File: src/hw/rtl/pbpl_pkg.sv
// ============================================================================
// Priority box point locator package
// Shared constants, types and helpers for the box locator blocks.
// ============================================================================
package pbpl_pkg;

  // Coordinate width of the query point and box corners (signed Q16.8).
  localparam int CoordW = 24;
  // Doubled centre offset min + max - 2 * point needs two more bits.
  localparam int DiffW = CoordW + 2;
  // Magnitude of that offset fits one bit less than the signed form.
  localparam int MagW = DiffW - 1;
  localparam int SqW = 2 * MagW;
  // Sum of three squares.
  localparam int DistW = SqW + 2;

  localparam int PrioW = 8;
  localparam int MaxEntries = 256;
  localparam int CountW = $clog2(MaxEntries);
  localparam int SectorW = 8;

  localparam int QueueDepth = 4;
  localparam int QPtrW = $clog2(QueueDepth);
  localparam int QCntW = $clog2(QueueDepth + 1);

  typedef logic signed [CoordW-1:0] coord_t;
  typedef logic signed [DiffW-1:0] diff_t;
  typedef logic [MagW-1:0] mag_t;
  typedef logic [SqW-1:0] sq_t;
  typedef logic [DistW-1:0] dist_t;
  typedef logic signed [PrioW-1:0] prio_t;
  typedef logic [CountW-1:0] count_t;

  typedef enum logic [1:0] {
    ChoiceReal = 2'd0,
    ChoiceVirt = 2'd1,
    ChoiceLast = 2'd2
  } choice_e;

  // One classified entry, as the front hands it to the back.
  typedef struct packed {
    count_t         pos;
    logic           contained;
    logic           virt;
    logic           last;
    prio_t          prio;
    logic [2:0][MagW-1:0] mag;
  } entry_t;

  // Fill status of the queue between front and back.
  typedef struct packed {
    logic             empty;
    logic             full;
    logic [QCntW-1:0] count;
  } q_status_t;

  function automatic diff_t sext_coord(coord_t c);
    sext_coord = {{(DiffW - CoordW){c[CoordW-1]}}, c};
  endfunction

  // Low bits of an entry position, zero extended when the counter is narrow.
  function automatic logic [SectorW-1:0] to_sector(count_t c);
    to_sector = SectorW'(32'(c));
  endfunction

endpackage

File: src/hw/rtl/pbpl_queue.sv
// ============================================================================
// Box locator entry queue
// Short queue of classified entries between the front and the back.
// ============================================================================
module pbpl_queue (
  input  logic                clk_i,
  input  logic                rst_ni,
  input  logic                push_i,
  input  pbpl_pkg::entry_t    push_entry_i,
  input  logic                pop_i,
  output pbpl_pkg::entry_t    head_o,
  output pbpl_pkg::q_status_t status_o
);

  pbpl_pkg::entry_t mem_q [pbpl_pkg::QueueDepth];
  logic [pbpl_pkg::QPtrW-1:0] wr_ptr_q, wr_ptr_d, rd_ptr_q, rd_ptr_d;
  logic [pbpl_pkg::QCntW-1:0] cnt_q, cnt_d;
  logic do_push, do_pop;

  assign status_o.empty = (cnt_q == '0);
  assign status_o.full  = (cnt_q == pbpl_pkg::QCntW'(pbpl_pkg::QueueDepth));
  assign status_o.count = cnt_q;
  assign do_push = push_i && !status_o.full;
  assign do_pop  = pop_i && !status_o.empty;
  assign head_o  = mem_q[rd_ptr_q];

  always_comb begin
    wr_ptr_d = wr_ptr_q;
    rd_ptr_d = rd_ptr_q;
    cnt_d    = cnt_q;
    if (do_push) begin
      wr_ptr_d = (wr_ptr_q == pbpl_pkg::QPtrW'(pbpl_pkg::QueueDepth - 1)) ? '0
               : wr_ptr_q + 1'b1;
    end
    if (do_pop) begin
      rd_ptr_d = (rd_ptr_q == pbpl_pkg::QPtrW'(pbpl_pkg::QueueDepth - 1)) ? '0
               : rd_ptr_q + 1'b1;
    end
    if (do_push && !do_pop) begin
      cnt_d = cnt_q + 1'b1;
    end else if (do_pop && !do_push) begin
      cnt_d = cnt_q - 1'b1;
    end
  end

  always_ff @(posedge clk_i or negedge rst_ni) begin
    if (!rst_ni) begin
      wr_ptr_q <= '0;
      rd_ptr_q <= '0;
      cnt_q    <= '0;
    end else begin
      wr_ptr_q <= wr_ptr_d;
      rd_ptr_q <= rd_ptr_d;
      cnt_q    <= cnt_d;
    end
  end

  always_ff @(posedge clk_i) begin
    if (do_push) begin
      mem_q[wr_ptr_q] <= push_entry_i;
    end
  end

endmodule

File: config.mk
export PLATFORM = sky130hd
export DESIGN_NAME = pbpl_queue
export DESIGN_NICKNAME = d
export VERILOG_FILES = /design/src/hw/rtl/pbpl_pkg.sv /design/src/hw/rtl/pbpl_queue.sv
export SDC_FILE = /design/constraint.sdc
export NUM_CORES = 1
export LEC_CHECK = 0
export ABC_AREA = 1
export BUFFER_PORTS_ARGS = -buffer_cell sky130_fd_sc_hd__buf_2
export CORE_MARGIN = 10
export CORE_UTILIZATION = 34
export DETAILED_ROUTE_END_ITERATION = 10
export HOLD_SLACK_MARGIN = 0.06
export PLACE_DENSITY = 0.52
export SYNTH_ARGS = -nofsm -noshare
export SYNTH_HDL_FRONTEND = slang
export SYNTH_SLANG_ARGS = --single-unit
File: constraint.sdc
create_clock -name clk_i -period 4.85 [get_ports clk_i]
set_input_delay 1.455 -clock clk_i [delete_from_list [all_inputs] [get_ports clk_i]]
set_output_delay 1.455 -clock clk_i [all_outputs]
set_load 0.01 [all_outputs]
# [Yosys cells after proc, flatten, opt, wreduce, memory -nomap -nowiden]
# Memories as Yosys holds them, arrays and structs flattened.
# Cells that the tools add are included.
[classes] n_bitwise=0 n_mul=0 add_sub_neg=4 reduce_logical=10 div_mod_pow=0 n_shift=0 mux=6 n_lt_le_gt_ge=0 n_eq_ne=3
[op_table] op="3-bit 2-to-1 mux" count=2
[op_table] op="2-bit by 1-bit adder with 2-bit output (second input constant)" count=2
[op_table] op="2-bit == test (second input constant)" count=2
[op_table] op="1-bit logical AND" count=4
[op_table] op="1-bit zero test" count=4
[op_table] op="2-bit 2-to-1 mux" count=2
[op_table] op="3-bit by 1-bit adder with 3-bit output (second input constant)" count=1
[op_table] op="3-bit == test (second input constant)" count=1
[op_table] op="3-bit zero test" count=1
[op_table] op="3-bit by 1-bit subtractor with 3-bit output (second input constant)" count=1
[op_table] op="1-bit 2-to-1 mux" count=2
[op_table] op="2-bit nonzero test" count=1
[totals] in_bits=98 latch_bits=0 romBits=0 out_inout_bits=99 memories=1 regBits=7 wordCells=27 mem_bits_rw=376
[mem_list] memory="mem_q" depth=4 width=94 rd=1 rd_ports_with_merged_regs=0 wr=1 line="pbpl_queue.sv:15" source="pbpl_pkg::entry_t mem_q [pbpl_pkg::QueueDepth];"

# [Depth between registers and ports, before layout]
[logic_depth] word_depth=7 ltp_mapped=12 depth_no_buf=12

# [Least setup slack after synthesis]
# OpenSTA, ideal clock, no wires.
[synth_path] kind="input to register" startpoint="in push_i" endpoint="mem mem_q[0][0] (netlist name) (enable)" setup_time_ns=0.548 cell_stages=2 n_path_buf=0 arrival_time_ns=5.514 slack_ns=-1.212 t_required_ns=4.302 cell_sequence="nand2_1 -> nor2_1"
[synth_between] elab_chain_cells=3
[synth_lines] element="from (decl)" line="pbpl_queue.sv:8" source="input logic push_i,"
[synth_lines] element="1-bit logical AND" line="pbpl_queue.sv:23" source="assign do_push = push_i && !status_o.full;"
[synth_lines] element="1-bit 2-to-1 mux" line="pbpl_queue.sv:59" source="if (do_push) begin"
[synth_lines] element="1-bit 2-to-1 mux (implied by the code)" line="pbpl_queue.sv:60" source="mem_q[wr_ptr_q] <= push_entry_i;"
[synth_lines] element="to (decl)" line="pbpl_queue.sv:15"
# Every way passes these cells.

==> impl_metrics.json <==
{
  "drtIter0Drc": 504,
  "fmax_mhz": 259.1,
  "place_ws_ns": 1.539,
  "critical_path_class": "flop to primary output",
  "grt_first_pass_wirelength_mm": 51.09,
  "start_util": 0.3430,
  "dr_wl_met3_mm": 1.765,
  "worstMarginPinSlew_ns": 0.8717,
  "critPathBufInv": 2,
  "clockRootBuffer": "clkbuf_16",
  "min_path_type": "flop to flop",
  "avgSynthCellArea_sq_um": 13.41,
  "hold_viol": 0,
  "required_ns": 3.39,
  "antenna_found_initial": 1,
  "grt_max_degree": 97,
  "cts_tree": "done",
  "gp_congestion": 0.7036,
  "first_pass_iters": 4,
  "relSlewSlack": 0.4189,
  "maxCapViolations": 0,
  "ant_nets": 0,
  "core_area_sq_mm": 0.04528,
  "worstPathMaxFanout": 65,
  "cp_slowest_cell": "dfrtp_4",
  "num_rows": 78,
  "slowest_delay_ns": 0.97,
  "worstPathCellList": "buf_4 -> nand2_1 -> o211ai_1 -> nand2_1 -> buf_2",
  "synth_seq_cells": 383,
  "cts_hold_buffers": 0,
  "cts_buffers": 42,
  "overflow": 0,
  "rr_worst_depth": 5,
  "crit_top_cell": "nand2_1",
  "cts.clk_slew.worst_paths_ns": 0.06,
  "layout_common_cells": "edfxtp_1 (376), nand2_1 (297), inv_1 (203)",
  "clock-sinks": 383,
  "die_x_microns": 233.7,
  "post-cts-setup-buffers": 0,
  "r2r-end": "mem_q[0][21]",
  "min_from": "cnt_q[2]",
  "synth_cell_types": 18,
  "skew_ns": 0.01654,
  "power_density_mw_per_mm2": 609.3,
  "status": "completed",
  "wl_met1_mm": 14.49,
  "ys_seq_area_frac": 0.7383,
  "setup_viol": 0,
  "wl_met2_mm": 16.45,
  "routedWlPerCell_microns": 16.83,
  "track_usage": 0.1199,
  "critical_path_arrival_ns": 2.40,
  "cts_buffer_depth": 3,
  "num_vias": 8992,
  "fin_crit_sh": 0.7957,
  "synth_nets": 1263,
  "critPathTopFamily": "flip-flops",
  "nNetsFinal": 1461,
  "mostFrequentLayoutCell": "edfxtp_1",
  "cp-start-kind": "flop",
  "r2r_start": "cnt_q[0]",
  "die-height_microns": 233.7,
  "numPortBuffers": 196,
  "drc": 0,
  "synth.cell_area_sq_mm": 0.01553,
  "end_kind": "primary output",
  "r2r_setup_slack_ns": 2.59,
  "slew_violations": 0,
  "io_pins": 197,
  "tns_ns": 0,
  "holdPathStages": 2,
  "rsz0062_at_grt": "false",
  "ir_worst_vdd_mv": 0.3501,
  "dp.cells": 1912,
  "routed_wirelength_mm": 33.34,
  "period_needed_ns": 3.859,
  "finalNonFillerCells": 1981,
  "min_to": "cnt_q[2]",
  "layout-drive-gt1-share": 0.2058,
  "top_layer": "met5",
  "yosysWarnings": 0,
  "total_power_mw": 11.09,
  "fin_ws_ns": 0.9910,
  "via_per_inst": 4.539,
  "synthToLayoutAreaGrowth_pct": 17.15,
  "hold_ws_ns": 0.5311,
  "clk_latency_ns": 0.56,
  "hpwlAfterDp_mm": 19.62,
  "grt_pass1_vias": 8793,
  "syn_inst": 1158,
  "cts_max_level": 2,
  "power.leakage_nw": 7.161,
  "cts_resized": 0,
  "dieArea_sq_mm": 0.05463
}
[report_power, final]
part	internal (mW)	switching [mW]
combinational	1.23	2.39
sequential	4.35	0.241
clock	1.66	1.21
[registers in the layout, indices dropped and copies added, names as in the netlist]
register and count:
wr_ptr_q 2, cnt_q 3, rd_ptr_q 2, mem_q 376
[kinds of logic (layout without fill, tap and decap cells)]
logic type,after synthesis,count (layout),synth area share
flip-flops,383,383,0.7383
buffers and inverters,267,489,0.08475
XOR/XNOR,1,1,0.0005640
adder cells (fa/ha/maj),7,7,0.006123
other,0,1,0
AND/OR/NAND/NOR,311,311,0.07589
AO/OA/AOI/OAI,189,189,0.09442
[routing by layer]
layer | global-route usage | vias to the layer above
met5 | 0 | -
met4 | 0.03185 | 2
met3 | 0.03215 | 47
met2 | 0.2014 | 157
met1 | 0.1506 | 4373
li1 | - | 4413
[per-stage QoR]
step,cell area [sq um],utilization
final,18200,0.4018
after global routing,18190,0.4017
after CTS,18190,0.4017
after detailed placement,16990,0.3751
after global placement,16990,0.3751
after floorplan,15530,-
[layout make-up]
class	instances	area, sq um
fillers	4263	27090
flip-flops and latches	383	11470
multi-input cells	508	2779
repair buffers	217	1214
clock buffers	54	1117
inverters	204	768.2
well taps	600	750.7
clock inverters	14	90.09
diodes	1	2.502
[worst max-delay path by stage]
stage | startpoint | endpoint | slack, ns | cells past startpoint
2_1_floorplan | push_i | mem_q[0][0] | -1.21 | 2
6_report | rd_ptr_q[0] | head_o[69] | 0.99 | 5
3_5_place_dp | rd_ptr_q[0] | head_o[69] | 1.54 | 5
5_1_grt | rd_ptr_q[0] | head_o[63] | 0.78 | 5
3_3_place_gp | rd_ptr_q[0] | head_o[70] | 1.57 | 5
4_1_cts | rd_ptr_q[0] | head_o[69] | 0.92 | 5
[synthesized netlist by cell type, drive strengths merged]
master	n	area, sq um
buf	59	535.5
clkbuf	4	15.01
dfrtp	7	175.2
edfxtp	376	11290
fa	1	20.02
ha	6	75.07
inv	204	765.7
nand2	297	1115
nand3	7	35.03
nand4	1	6.260
nor2	6	22.52
o211ai	188	1461
o21ai	1	5.000
xnor2	1	8.760
[worst min-delay path: stages, from the launching register on]
cell	delay [ns]
dfrtp_1	0.38
nand2_1	0.07
nand2_1	0.05
No activity file was read; power rests on OpenSTA's default activity.
