===== src/hw/rtl/pbpl_pkg.sv =====
// ============================================================================
// Priority box point locator package
// Shared constants, types and helpers for the box locator blocks.
// ============================================================================
package pbpl_pkg;

  // Coordinate width of the query point and box corners (signed Q16.8).
  localparam int CoordW = 24;
  // Doubled centre offset min + max - 2 * point needs two more bits.
  localparam int DiffW = CoordW + 2;
  // Magnitude of that offset fits one bit less than the signed form.
  localparam int MagW = DiffW - 1;
  localparam int SqW = 2 * MagW;
  // Sum of three squares.
  localparam int DistW = SqW + 2;

  localparam int PrioW = 8;
  localparam int MaxEntries = 256;
  localparam int CountW = $clog2(MaxEntries);
  localparam int SectorW = 8;

  localparam int QueueDepth = 4;
  localparam int QPtrW = $clog2(QueueDepth);
  localparam int QCntW = $clog2(QueueDepth + 1);

  typedef logic signed [CoordW-1:0] coord_t;
  typedef logic signed [DiffW-1:0] diff_t;
  typedef logic [MagW-1:0] mag_t;
  typedef logic [SqW-1:0] sq_t;
  typedef logic [DistW-1:0] dist_t;
  typedef logic signed [PrioW-1:0] prio_t;
  typedef logic [CountW-1:0] count_t;

  typedef enum logic [1:0] {
    ChoiceReal = 2'd0,
    ChoiceVirt = 2'd1,
    ChoiceLast = 2'd2
  } choice_e;

  // One classified entry, as the front hands it to the back.
  typedef struct packed {
    count_t         pos;
    logic           contained;
    logic           virt;
    logic           last;
    prio_t          prio;
    logic [2:0][MagW-1:0] mag;
  } entry_t;

  // Fill status of the queue between front and back.
  typedef struct packed {
    logic             empty;
    logic             full;
    logic [QCntW-1:0] count;
  } q_status_t;

  function automatic diff_t sext_coord(coord_t c);
    sext_coord = {{(DiffW - CoordW){c[CoordW-1]}}, c};
  endfunction

  // Low bits of an entry position, zero extended when the counter is narrow.
  function automatic logic [SectorW-1:0] to_sector(count_t c);
    to_sector = SectorW'(32'(c));
  endfunction

endpackage


===== src/hw/rtl/pbpl_if.sv =====


interface pbpl_out_if;
  logic                          valid;
  logic                          ready;
  logic [pbpl_pkg::SectorW-1:0]  sector_index;
  logic [1:0]                    choice;

  modport source (output valid, sector_index, choice, input ready);
  modport sink (input valid, sector_index, choice, output ready);
endinterface



===== src/hw/rtl/pbpl_back.sv =====
// ============================================================================
// Box locator back end
// Squares, sums and ranks entries, keeps both winners and reports per query.
// ============================================================================
module pbpl_back (
  input  logic                clk_i,
  input  logic                rst_ni,
  input  pbpl_pkg::prio_t     priority_floor_i,
  input  pbpl_pkg::entry_t    head_i,
  input  pbpl_pkg::q_status_t q_status_i,
  output logic                pop_o,
  output logic                stall_o,
  pbpl_out_if.source          out_o
);

  typedef struct packed {
    pbpl_pkg::count_t pos;
    logic             contained;
    logic             virt;
    logic             last;
    pbpl_pkg::prio_t  prio;
  } meta_t;

  logic stall, advance;

  // Square stage.
  logic                   s1_valid_q;
  meta_t                  s1_meta_q;
  logic [2:0][pbpl_pkg::SqW-1:0] s1_sq_q;
  // Sum stage.
  logic                   s2_valid_q;
  meta_t                  s2_meta_q;
  pbpl_pkg::dist_t        s2_dist_q;

  // Per-query search state.
  logic             fresh_q;
  logic             real_found_q, virt_found_q;
  pbpl_pkg::count_t real_idx_q, virt_idx_q;
  pbpl_pkg::prio_t  real_prio_q, virt_prio_q;
  pbpl_pkg::dist_t  real_dist_q, virt_dist_q;

  logic             real_found_e, virt_found_e;
  pbpl_pkg::prio_t  real_prio_e, virt_prio_e;
  logic             real_win, virt_win;
  logic             real_found_n, virt_found_n;
  pbpl_pkg::count_t real_idx_n, virt_idx_n;
  pbpl_pkg::prio_t  real_prio_n, virt_prio_n;
  pbpl_pkg::dist_t  real_dist_n, virt_dist_n;

  logic                          out_valid_q, out_valid_d;
  logic [pbpl_pkg::SectorW-1:0]  out_index_q, out_index_d;
  pbpl_pkg::choice_e             out_choice_q, out_choice_d;
  logic                          emit;

  assign stall   = out_valid_q && !out_o.ready;
  assign advance = !stall;
  assign pop_o   = advance && !q_status_i.empty;
  assign stall_o = stall;

  // The first entry of a query ranks against the floor, not stale winners.
  always_comb begin
    real_found_e = !fresh_q && real_found_q;
    virt_found_e = !fresh_q && virt_found_q;
    real_prio_e  = fresh_q ? priority_floor_i : real_prio_q;
    virt_prio_e  = fresh_q ? priority_floor_i : virt_prio_q;

    real_win = s2_meta_q.contained && !s2_meta_q.virt
            && (real_found_e ? ((s2_meta_q.prio > real_prio_e)
                                || ((s2_meta_q.prio == real_prio_e)
                                    && (s2_dist_q < real_dist_q)))
                             : (s2_meta_q.prio >= real_prio_e));
    virt_win = s2_meta_q.contained && s2_meta_q.virt
            && (virt_found_e ? ((s2_meta_q.prio > virt_prio_e)
                                || ((s2_meta_q.prio == virt_prio_e)
                                    && (s2_dist_q < virt_dist_q)))
                             : (s2_meta_q.prio >= virt_prio_e));

    real_found_n = real_found_e || real_win;
    virt_found_n = virt_found_e || virt_win;
    real_idx_n   = real_win ? s2_meta_q.pos : real_idx_q;
    virt_idx_n   = virt_win ? s2_meta_q.pos : virt_idx_q;
    real_prio_n  = real_win ? s2_meta_q.prio : real_prio_e;
    virt_prio_n  = virt_win ? s2_meta_q.prio : virt_prio_e;
    real_dist_n  = real_win ? s2_dist_q : real_dist_q;
    virt_dist_n  = virt_win ? s2_dist_q : virt_dist_q;
  end

  assign emit = advance && s2_valid_q && s2_meta_q.last;

  always_comb begin
    out_valid_d = out_valid_q;
    if (out_valid_q && out_o.ready) begin
      out_valid_d = 1'b0;
    end
    if (emit) begin
      out_valid_d = 1'b1;
    end
    priority if (real_found_n) begin
      out_index_d  = pbpl_pkg::to_sector(real_idx_n);
      out_choice_d = pbpl_pkg::ChoiceReal;
    end else if (virt_found_n) begin
      out_index_d  = pbpl_pkg::to_sector(virt_idx_n);
      out_choice_d = pbpl_pkg::ChoiceVirt;
    end else begin
      out_index_d  = pbpl_pkg::to_sector(s2_meta_q.pos);
      out_choice_d = pbpl_pkg::ChoiceLast;
    end
  end

  assign out_o.valid        = out_valid_q;
  assign out_o.sector_index = out_index_q;
  assign out_o.choice       = out_choice_q;

  always_ff @(posedge clk_i or negedge rst_ni) begin
    if (!rst_ni) begin
      s1_valid_q   <= 1'b0;
      s2_valid_q   <= 1'b0;
      out_valid_q  <= 1'b0;
      fresh_q      <= 1'b1;
      real_found_q <= 1'b0;
      virt_found_q <= 1'b0;
    end else begin
      out_valid_q <= out_valid_d;
      if (advance) begin
        s1_valid_q <= !q_status_i.empty;
        s2_valid_q <= s1_valid_q;
        if (s2_valid_q) begin
          fresh_q      <= s2_meta_q.last;
          real_found_q <= real_found_n;
          virt_found_q <= virt_found_n;
        end
      end
    end
  end

  always_ff @(posedge clk_i) begin
    if (advance) begin
      s1_meta_q.pos       <= head_i.pos;
      s1_meta_q.contained <= head_i.contained;
      s1_meta_q.virt      <= head_i.virt;
      s1_meta_q.last      <= head_i.last;
      s1_meta_q.prio      <= head_i.prio;
      for (int a = 0; a < 3; a++) begin
        s1_sq_q[a] <= head_i.mag[a] * head_i.mag[a];
      end
      s2_meta_q <= s1_meta_q;
      s2_dist_q <= pbpl_pkg::DistW'(s1_sq_q[0]) + pbpl_pkg::DistW'(s1_sq_q[1])
                 + pbpl_pkg::DistW'(s1_sq_q[2]);
      if (s2_valid_q) begin
        real_idx_q  <= real_idx_n;
        virt_idx_q  <= virt_idx_n;
        real_prio_q <= real_prio_n;
        virt_prio_q <= virt_prio_n;
        real_dist_q <= real_dist_n;
        virt_dist_q <= virt_dist_n;
      end
    end
    if (emit) begin
      out_index_q  <= out_index_d;
      out_choice_q <= out_choice_d;
    end
  end

endmodule


===== src/flat_wrapper.sv =====
// flat-port wrapper written by rule: the top's interface ports become plain ports
module pbpl_back_flat 
  (clk_i, rst_ni, priority_floor_i, head_i, q_status_i, pop_o, stall_o, out_o_valid, out_o_sector_index, out_o_choice, out_o_ready);
  pbpl_out_if out_o_i ();
  input  logic clk_i;
  input  logic rst_ni;
  input  pbpl_pkg::prio_t priority_floor_i;
  input  pbpl_pkg::entry_t head_i;
  input  pbpl_pkg::q_status_t q_status_i;
  output logic pop_o;
  output logic stall_o;
  output wire logic [$bits(out_o_i.valid)-1:0] out_o_valid;
  output wire logic [$bits(out_o_i.sector_index)-1:0] out_o_sector_index;
  output wire logic [$bits(out_o_i.choice)-1:0] out_o_choice;
  input wire logic [$bits(out_o_i.ready)-1:0] out_o_ready;
  assign out_o_valid = out_o_i.valid;
  assign out_o_sector_index = out_o_i.sector_index;
  assign out_o_choice = out_o_i.choice;
  assign out_o_i.ready = out_o_ready;
  pbpl_back u_core (.clk_i(clk_i), .rst_ni(rst_ni), .priority_floor_i(priority_floor_i), .head_i(head_i), .q_status_i(q_status_i), .pop_o(pop_o), .stall_o(stall_o), .out_o(out_o_i));
endmodule

===== config.mk =====
export PLATFORM = sky130hd
export DESIGN_NAME = pbpl_back_flat
export DESIGN_NICKNAME = d
export VERILOG_FILES = /design/src/hw/rtl/pbpl_pkg.sv /design/src/hw/rtl/pbpl_if.sv /design/src/hw/rtl/pbpl_back.sv /design/src/flat_wrapper.sv
export SDC_FILE = /design/constraint.sdc
export NUM_CORES = 2
export LEC_CHECK = 0
export BUFFER_PORTS_ARGS = -buffer_cell sky130_fd_sc_hd__buf_4
export CAP_MARGIN = 20
export CORE_ASPECT_RATIO = 1.5
export CORE_MARGIN = 3
export CORE_UTILIZATION = 40
export DETAILED_ROUTE_END_ITERATION = 10
export PLACE_DENSITY = 0.59
export RECOVER_POWER = 100
export SYNTH_ARGS = -nofsm -noshare
export SYNTH_HDL_FRONTEND = slang
export SYNTH_SLANG_ARGS = --single-unit
export TNS_END_PERCENT = 10

===== constraint.sdc =====
create_clock -name clk_i -period 12.1 [get_ports clk_i]
set_clock_uncertainty 0.2 [all_clocks]
set_input_delay 1.21 -clock clk_i [delete_from_list [all_inputs] [get_ports clk_i]]
set_output_delay 1.21 -clock clk_i [all_outputs]
set_load 0.1 [all_outputs]

## Yosys cells after proc, flatten, opt, wreduce, memory -nomap -nowiden

Cells that the tools add are included.

| storage, ports and cells | value |
|---|---|
| input port bits | 110 |
| bits in read-only memories | 0 |
| memory bits (writable) | 0 |
| bits in registers | 392 |
| memories kept | 0 |
| bits in latches | 0 |

| operators by class | value |
|---|---|
| $mul | 3 |
| div/mod/pow operators | 0 |
| muxes and demuxes | 13 |
| order comparisons | 6 |
| reduce and logical (&&, ||, !) cells | 26 |
| shift-type cells | 0 |
| equal/unequal tests | 2 |
| add/sub/neg operators | 2 |
| bitwise operators | 1 |

Operators with widths:

| cell | number |
|---|---|
| 25-bit by 25-bit multiplier with 50-bit output | 3 |
| 52-bit less-than comparator | 2 |
| 8-bit 2-to-1 mux | 8 |
| 52-bit by 50-bit adder with 52-bit output | 1 |
| 50-bit by 50-bit adder with 51-bit output | 1 |
| 8-bit equality test | 2 |
| 8-bit >= comparator | 2 |
| 8-bit greater-than comparator | 2 |
| 1-bit logical AND | 13 |
| 3-bit AND reduction | 2 |
| 1-bit zero test | 5 |
| 1-bit logical OR | 4 |
| 1-bit 2-to-1 mux | 4 |
| 2-bit 2-to-1 mux | 1 |
| 2-bit AND reduction | 1 |
| 2-bit nonzero test | 1 |
| 1-bit inverter | 1 |

## Depth between registers and ports, before layout

| depth | value |
|---|---|
| depth in word-level cells | 9 |
| mapped depth | 30 |
| depth with buffers taken out | 28 |

## Worst setup path after synthesis

OpenSTA, ideal clock, no wires.

| timing path | value |
|---|---|
| path kind | input-to-output |
| from | in out_o_ready |
| to | out pop_o |
| setup slack | -1.278 ns |
| buffers on the path | 0 |
| stages | 3 |
| required time | 10.690 ns |
| arrival | 11.968 ns |
| cells stage by stage | nand2b_1 > inv_1 > nor2_1 |

| between the ends | value |
|---|---|
| word-level cells in the longest chain between the ends | 4 |

RTL lines:

| element | line | RTL |
|---|---|---|
| start, declared | flat_wrapper.sv:15 | `input wire logic [$bits(out_o_i.ready)-1:0] out_o_ready;` |
| 1-bit zero test | pbpl_back.sv:55 | `assign stall = out_valid_q && !out_o.ready;` |
| 1-bit logical AND | pbpl_back.sv:55 |  |
| named net stall_o | flat_wrapper.sv:11 | `output logic stall_o;` |
| 1-bit zero test | pbpl_back.sv:56 | `assign advance = !stall;` |
| 1-bit logical AND | pbpl_back.sv:57 | `assign pop_o = advance && !q_status_i.empty;` |
| end, declared | flat_wrapper.sv:10 | `output logic pop_o;` |

The timed path passes the listed nets, and every way through them passes these cells.

## Worst setup path in the final report

| timing path | value |
|---|---|
| from | in head_i[34] (netlist name) |
| to | reg u_core.s1_sq_q[98] (netlist name), data pin |

| between the ends | value |
|---|---|
| word-level cells in the longest chain between the ends | 1 |

RTL lines:

| element | line | RTL |
|---|---|---|
| start, declared | flat_wrapper.sv:8 | `input pbpl_pkg::entry_t head_i;` |
| 25-bit by 25-bit multiplier with 50-bit output | pbpl_back.sv:144 | `s1_sq_q[a] <= head_i.mag[a] * head_i.mag[a];` |
| end signal, assigned by index | pbpl_back.sv:144 |  |
| end, declared | pbpl_back.sv:29 | `logic [2:0][pbpl_pkg::SqW-1:0] s1_sq_q;` |

No other way between the ends.
A chain may end at the register's enable or synchronous reset.

==> impl_metrics.yaml <==
status:
  status: "finished, violations left"
  violations: "max-capacitance violations, max-slew violations"
cells_and_area:
  finish.utilization_pct: 42.9
  area_delta_synth_final_pct: 6.43
  final_cell_area_mm2: 0.0776
  drive_gt1_share_pct: 2.72
  diodes: 0
  nNetsFinal: 9714
clocking:
  h-tree-depth: 2
  tritoncts: "done"
  root_buffer: "clkbuf_16"
  clock-sinks: 389
  postCtsHoldBufs: 0
  cts.clk_slew.worst_paths_ns: 0.06
  cts-buffers-inserted: 45
  cts_resized: 0
  clk_latency_ns: 0.58
  cts.path.max_buffers: 3
  post_cts_buffers: 0
synth:
  netlist_area_mm2: 0.0729
  synth.distinct_cells: 90
  synth_top_area_share_pct: 38.4
  yosys_warnings: 0
  ys.flop_type: "edfxtp_1"
  synth.top_cells.by_area: "fa_1 38%, edfxtp_1 16%, ha_1 13%"
  yosysMostFrequentCell: "inv_1"
  synth_nets: 9720
  yosysSeqAreaShare_pct: 16.0
  synth_area_per_cell_um2: 9.81
  ys_ff_latch: 389
  synth-edff-count: 383
  synthCells: 7434
  synth_top_area_cell: "fa_1"
  synthArstFlopShare_pct: 1.54
  netlist_top_cells_count: "2142 x inv_1, 1399 x fa_1, 777 x ha_1"
sta:
  fin_setup_tns_ns: 0
  rsz0062_at_grt: "no"
  drv_slew: 383
  fmax_mhz: 101
  finalHoldViolations: 0
  holdWs_ns: 0.220
  slew_headroom_pct: -427
  period_share_pct: 82.2
  fin_crit_ns: 9.94
  worst_pin_slew_ns: 7.91
  setup_viol: 0
floorplan:
  die_area_mm2: 0.188
  top_level_ports: 123
  die_x_um: 355
  die_y_um: 529
  coreArea_mm2: 0.181
  initial_core_util_pct: 40.3
  fp-row-count: 191
worst_setup_path:
  crit_type: "input pin to flop"
  cp-start-kind: "input pin"
  cp_data_arrival_time_ns: 10.02
  end_kind: "flop"
  cp_max_fo: 22
  crit_required_ns: 12.17
placement:
  gp_congestion: 0.891
  dpl_cell_area_mm2: 0.0762
  hpwl_um: 144000
  io_buffers: 118
routing:
  routedWlPerCell_um: 17.9
  vias: 49100
  wl_met2_um: 98400
  ant_nets: 0
  wl_um: 177000
  drt_iter0_drc: 2134
  dr.max_layer_used: "met5"
  drc: 0
  dr.pass1.iters: 6
  wl_met1_um: 64800
  via_per_inst: 4.98
  dr_wl_met3_um: 5120
global_routing:
  antenna_found_initial: 2
  grt_pass1_wl_um: 288000
  grt_max_degree: 166
  track_usage_pct: 19.4
  overflow: 0
  grt_pass1_vias: 55600
worst_hold_path:
  hp-class: "flop to flop"
job:
  max_cap_viol_count: 7
-- flip-flops by register name (all words and copies together) (netlist names), 19 cells and up --
signal	count
u_core.virt_dist_q	52
u_core.s1_meta_q	19
u_core.s2_meta_q	19
u_core.real_dist_q	52
u_core.s2_dist_q	52
u_core.s1_sq_q	147
-- layout make-up --
class | count | area (um2)
Tap cell | 2412 | 3020
Sequential cell | 389 | 11700
Timing Repair Buffer | 125 | 821
Inverter | 2142 | 8040
Clock buffer | 55 | 1240
Multi-Input combinational cell | 4725 | 52500
Fill cell | 17600 | 103000
Clock inverter | 27 | 359
-- worst max-delay path, stage by stage --
cell and delay (ns):
clkbuf_1 1.12, inv_1 0.70, nor2_1 0.33, fa_1 0.47
fa_1 0.53, inv_1 0.06, fa_1 0.48, fa_1 0.53
inv_1 0.06, fa_1 0.50, fa_1 0.52, inv_1 0.05
fa_1 0.48, inv_1 0.04, ha_1 0.35, a21oi_1 0.20
o21ai_0 0.17, a31oi_1 0.23, nor2_1 0.07, a2111oi_0 0.52
o211a_1 0.26, o21a_1 0.17, nor2_1 0.09, o41ai_1 0.58
o311ai_0 0.25
-- kinds of logic after synthesis --
logic type / synth area share (%)
buffers and inverters: 12.0
adder cells (fa/ha/maj): 51.7
AND/OR/NAND/NOR: 9.82
AO/OA/AOI/OAI: 6.96
flip-flops: 16.0
XOR/XNOR: 3.00
multiplexers: 0.544
-- routing by layer --
layer	global-route usage, %	up-vias
met2	38.2	993
met5	0	-
met3	1.19	408
met1	21.3	25100
met4	8.24	2
li1	-	22600
-- through the flow --
| stage | worst slack (ns) | instances |
|---|---|---|
| after global routing | 1.51 | 9875 |
| final | 2.16 | 9875 |
| after detailed placement | 2.73 | 9793 |
| after CTS | 3.32 | 9875 |
| after global placement | 2.81 | 9793 |
| after floorplan | 2.94 | 7434 |
-- final timing paths --
check                                    start                  end  slack [ns]  depth (start not counted)
min                        u_core.s1_meta_q[3]  u_core.s2_meta_q[3]        0.22                          0
max in group asynchronous               rst_ni       u_core.fresh_q       11.01                          1
max reg2reg                 u_core.out_o.valid   u_core.s1_sq_q[18]        3.25                          3
max                                 head_i[34]   u_core.s1_sq_q[98]        2.16                         25
min in group asynchronous               rst_ni   u_core.out_o.valid        0.36                          1
min reg2reg                u_core.s1_meta_q[3]  u_core.s2_meta_q[3]        0.22                          0
-- placed cells by master (no fill, tap or decap), types with 8 or more instances in the layout --
master and count:
a211o_1 9, a211oi_1 31, a21o_1 151, a21oi_1 249, a221oi_1 21, a31oi_1 18
and2_1 374, and3_1 20, buf_4 80, bufinv_16 8, clkbuf_1 37, clkbuf_16 47
clkbuf_4 12, edfxtp_1 383, fa_1 1399, ha_1 777, inv_1 2142, mux2_2 13
mux2i_1 25, nand2_1 614, nand2b_1 33, nand3_1 49, nand4_1 46, nor2_1 219
nor2b_1 43, nor3_1 33, o211ai_1 11, o21a_1 43, o21ai_0 131, o21bai_1 30
o31ai_1 8, xnor2_1 167, xor2_1 83
Power is left out: the tool's default activity adds up to more than one toggle a clock period on the data nets, which glitch-free logic cannot reach.
